### src/design/fos_queue.sv
`default_nettype none
module fos_queue #(
  parameter int W = 8
) (
  input  wire logic         clk,
  input  wire logic         rst,
  input  wire logic         push,
  input  wire logic [W-1:0] din,
  output logic              full,
  input  wire logic         pop,
  output logic [W-1:0]      dout,
  output logic              empty
);

  logic [W-1:0] slot [2];
  logic         wp;
  logic         rp;
  logic [1:0]   cnt;
  logic         do_push;
  logic         do_pop;

  assign full    = (cnt == 2'd2);
  assign empty   = (cnt == 2'd0);
  assign do_push = push && !full;
  assign do_pop  = pop && !empty;
  assign dout    = slot[rp];

  // Advance pointers and occupancy
  always_ff @(posedge clk) begin
    if (rst) begin
      wp  <= 1'b0;
      rp  <= 1'b0;
      cnt <= 2'd0;
    end else begin
      if (do_push) wp <= ~wp;
      if (do_pop) rp <= ~rp;
      cnt <= cnt + 2'(do_push) - 2'(do_pop);
    end
  end

  // Hold the word
  always_ff @(posedge clk) begin
    if (do_push) slot[wp] <= din;
  end

endmodule
`default_nettype wire

### config.mk
export PLATFORM = sky130hd
export DESIGN_NAME = fos_queue
export DESIGN_NICKNAME = d
export VERILOG_FILES = /design/src/design/fos_queue.sv
export SDC_FILE = /design/constraint.sdc
export NUM_CORES = 1
export LEC_CHECK = 0
export ABC_AREA = 1
export BUFFER_PORTS_ARGS = -buffer_cell sky130_fd_sc_hd__buf_2
export CAP_MARGIN = 15
export CORE_UTILIZATION = 44
export DETAILED_ROUTE_END_ITERATION = 7
export HOLD_SLACK_MARGIN = 0.12
export PLACE_DENSITY_LB_ADDON = 0.2
export SYNTH_ARGS = -nofsm -noshare
export SYNTH_HDL_FRONTEND = slang
export SYNTH_SLANG_ARGS = --single-unit
export TNS_END_PERCENT = 20
### constraint.sdc
create_clock -name clk -period 1.35 [get_ports clk]
set_input_delay 0.2025 -clock clk [delete_from_list [all_inputs] [get_ports clk]]
set_output_delay 0.2025 -clock clk [all_outputs]
set_load 0.01 [all_outputs]
==> summary.txt <==
STA
  – Setup Viol. Count Final: 9
  – Final hold slack: 0.2006 ns
  – Fin. Hold Viols: 0
  – Fin Setup TNS: -0.4748 ns
  – Worst rel slew slack: 0.8812
  – Final worst slack: -0.05777 ns
  – Max Freq: 710.3 MHz
  – Fin. max-slew vios: 0
  – Least-Margin Pin Slew: 0.1780 ns
  – Unrepaired setup endpoints after global routing: true
  – Final cycle utilization of the critical path: 1.043
  – Setup Skew: 0.001146 ns
  – Min Tclk post-route: 1.408 ns

Global route
  – Number of global-route vias before repair: 492
  – GRT overflow: 0
  – Global-route wire length before repair: 2042 um
  – GRT Total Usage: 0.1507
  – Initial antenna violation count: 0
  – Largest net degree at the start of global routing: 13

Power
  – Clk pwr share: 0.128
  – Net Sw Power: 691.0 uW
  – Internal: 1515 uW
  – Comb pwr share: 0.453
  – PwrDens: 1732 nW/um^2
  – Leak: 0.0005524 uW
  – Maximum VDD drop: 0.001171 V
  – Sequential Power Share: 0.419
  – Sw Share: 0.3133
  – Total power: 2206 uW

Worst setup path
  – Slowest-stage cell, CP: dfxtp_4
  – Crit end category: flop
  – Arr. time, crit path: 1.60 ns
  – CP bufs+invs: 3
  – Required @ worst endpoint: 1.54 ns
  – WS Path Type: flop to flop
  – CP cell instances: inv_2 -> nand2_2 -> nand2_2 -> ha_4 -> inv_2 -> ha_4 -> inv_2 -> nand2_2 -> a21oi_2 -> nor2_1
  – Crit path launch type: flop
  – Slowest cell delay on critical path: 0.39 ns
  – Worst Path Max Fanout: 3
  – Reg2Reg Setup Slack: -0.06 ns
  – Crit-path leading delay family: adder cells

Logic synthesis
  – Syn_nets: 78
  – Synth Area in XOR/XNOR: 0
  – Cells after Synth: 64
  – Asr flop ratio synth: 0
  – Synth cell types: 11
  – Largest family of logic cells by synthesized area: multiplexers
  – Post-synth top area cell: edfxtp_1
  – Synth area leaders: edfxtp_1 (55%), mux2_4 (14%), dfxtp_1 (12%)
  – Primary FF master, synth: edfxtp_1
  – #FFs+latches synth: 21
  – Syn Area/Cell: 13.57 um^2
  – Post-Synth Simple-Gate Area: 0.09654
  – Share of the yosys chip area belonging to registers: 0.6686
  – Post-synth EDFFs: 16
  – Synth warn: 0
  – Share of Yosys cell area claimed by the top area cell type: 0.5533
  – Top-count cell post-synth: edfxtp_1
  – Synth Area in Adders: 0.02882
  – Commonest cells post-synth: edfxtp_1 (16), inv_1 (10), mux2_4 (8), nand2_1 (8), nor2_1 (7)
  – Post-synthesis cell area: 868.3 um^2
  – Compound-gate portion of the synthesized area: 0.01153
  – Mux cell area share after synthesis: 0.1383

Clock network
  – Worst skew pair latency: 0.29 ns
  – CTS Root Cell: clkbuf_4
  – H-tree depth: 1
  – CTS buffer count: 3
  – Reg clk slew, reported paths: 0.11 ns
  – CTS tree: done
  – CTS max path bufs: 2
  – Clk sink count: 21

Die
  – Die area: 2155 um^2
  – Core box area: 1783 um^2
  – IO Pins: 22
  – Die span in y: 46.43 um
  – Initial Util: 0.4870
  – Chip Width: 46.43 um
  – Row Count: 15

Detailed routing
  – Routed Antenna Nets: 0
  – First-pass DRT Iterations: 4
  – Avg Vias per Cell: 4.586
  – Number of remaining DRC errors: 0
  – DRT iter0 DRCs: 5
  – Final WL: 1428 um
  – Via count: 587
  – Routed wire per std cell: 11.16 um

Final layout
  – N_diodes: 0
  – Share of cells above drive strength 1: 0.5437
  – Non-Filler Instances: 128
  – Net count, final: 118
  – Area growth syn-to-layout: 46.69%

Flow run
  – Max_cap viols: 0

Run status
  – Status: finished, violations left
  – Failing checks: negative setup slack

Placement
  – GPL Wtd Cong: 0.7557
  – # port buffers: 21
  – Cells after DPL: 113
  – Detail Placement HPWL: 912.8 um
  – Pre-CTS setup slack: -0.04724 ns

Min path
  – Hold WC Path Type: input pin to flop
final timing paths:
check                           end              start  cells past startpoint
setup / recovery  cnt[1]$_SDFF_PP0_  cnt[0]$_SDFF_PP0_                     10
hold / removal                 flop                pop                      4
setup reg to reg  cnt[1]$_SDFF_PP0_  cnt[0]$_SDFF_PP0_                     10
hold reg to reg                flop    rp$_SDFFE_PP0P_                      2
sequential cells by signal, indices dropped and copies added (netlist names), named ones only:
signal  cells
slot       16
cnt         2
rp          1
wp          1
worst min-delay path: stages:
cell     delay (ns)
buf_2          0.09
nand3_1        0.07
nand2_1        0.07
nor2_1         0.04
per-stage QoR:
| stage | util | cell area (um^2) |
|---|---|---|
| floorplan | - | 882.1 |
| global placement | 0.5888 | 1050 |
| detailed placement | 0.5888 | 1050 |
| CTS | 0.6856 | 1222 |
| global route | 0.7144 | 1274 |
| finish | 0.7144 | 1274 |
power by group through the flow:
stage	Clock, uW	Combinational, uW	Sequential (uW)
5_1_grt	322	1080	935
3_5_place_dp	0	748	926
6_report	282	999	925
4_1_cts	305	871	922
3_3_place_gp	0	728	919
2_1_floorplan	0	504	908
layout make-up:
| cell class | instances | area (um^2) |
|---|---|---|
| repair buffers | 36 | 302.8 |
| multi-input cells | 32 | 287.8 |
| flip-flops and latches | 21 | 586.8 |
| clock inverters | 1 | 5.005 |
| clock buffers | 3 | 22.52 |
| inverters | 10 | 37.54 |
| well taps | 25 | 31.28 |
| fillers | 128 | 509.2 |
placed cells by master, fill, tap and decap left out:
| cell | Yosys | final |
|---|---|---|
| a21oi_2 | 0 | 1 |
| nand3_1 | 3 | 2 |
| ha_4 | 0 | 2 |
| inv_2 | 0 | 4 |
| nand2_2 | 0 | 4 |
| buf_12 | 0 | 1 |
| buf_2 | 0 | 13 |
| a21oi_1 | 2 | 1 |
| mux2_4 | 8 | 8 |
| nor2_1 | 7 | 7 |
| dfxtp_1 | 5 | 2 |
| edfxtp_1 | 16 | 16 |
| inv_1 | 10 | 6 |
| buf_6 | 1 | 8 |
| nor2_2 | 2 | 1 |
| dfxtp_4 | 0 | 1 |
| nor2_4 | 0 | 1 |
| dlygate4sd3_1 | 0 | 9 |
| dfxtp_2 | 0 | 2 |
| clkbuf_4 | 0 | 3 |
| nand2_1 | 8 | 4 |
| nand3_2 | 0 | 1 |
| buf_4 | 0 | 5 |
| clkinv_2 | 0 | 1 |
metal layers:
layer | track usage | up-vias | part of all wire
met5 | 0 | - | 0
li1 | - | 292 | -
met1 | 0.1701 | 279 | 0.45
met4 | 0.1353 | 0 | 0.0063
met3 | 0.04706 | 2 | 0.034
met2 | 0.2250 | 14 | 0.51
logic make-up (layout without fill, tap and decap cells):
family                     after synthesis  count (layout)
adders and majority gates                2               2
muxes                                    8               8
buffers and inverters                   11              50
AOI/OAI and AO/OA                        2               2
and+or+nand+nor                         20              20
DFF                                     21              21
repair_timing:
| action | CTS | global route |
|---|---|---|
| endpoints found under the hold margin | 17 | 0 |
| buffers inserted | 0 | 2 |
| endpoints found under the setup margin | 9 | 19 |
| hold buffers | 9 | 0 |
| gates resized for setup | 11 | 9 |
| pin swaps | 0 | 6 |
No activity file was read; power rests on OpenSTA's default activity.
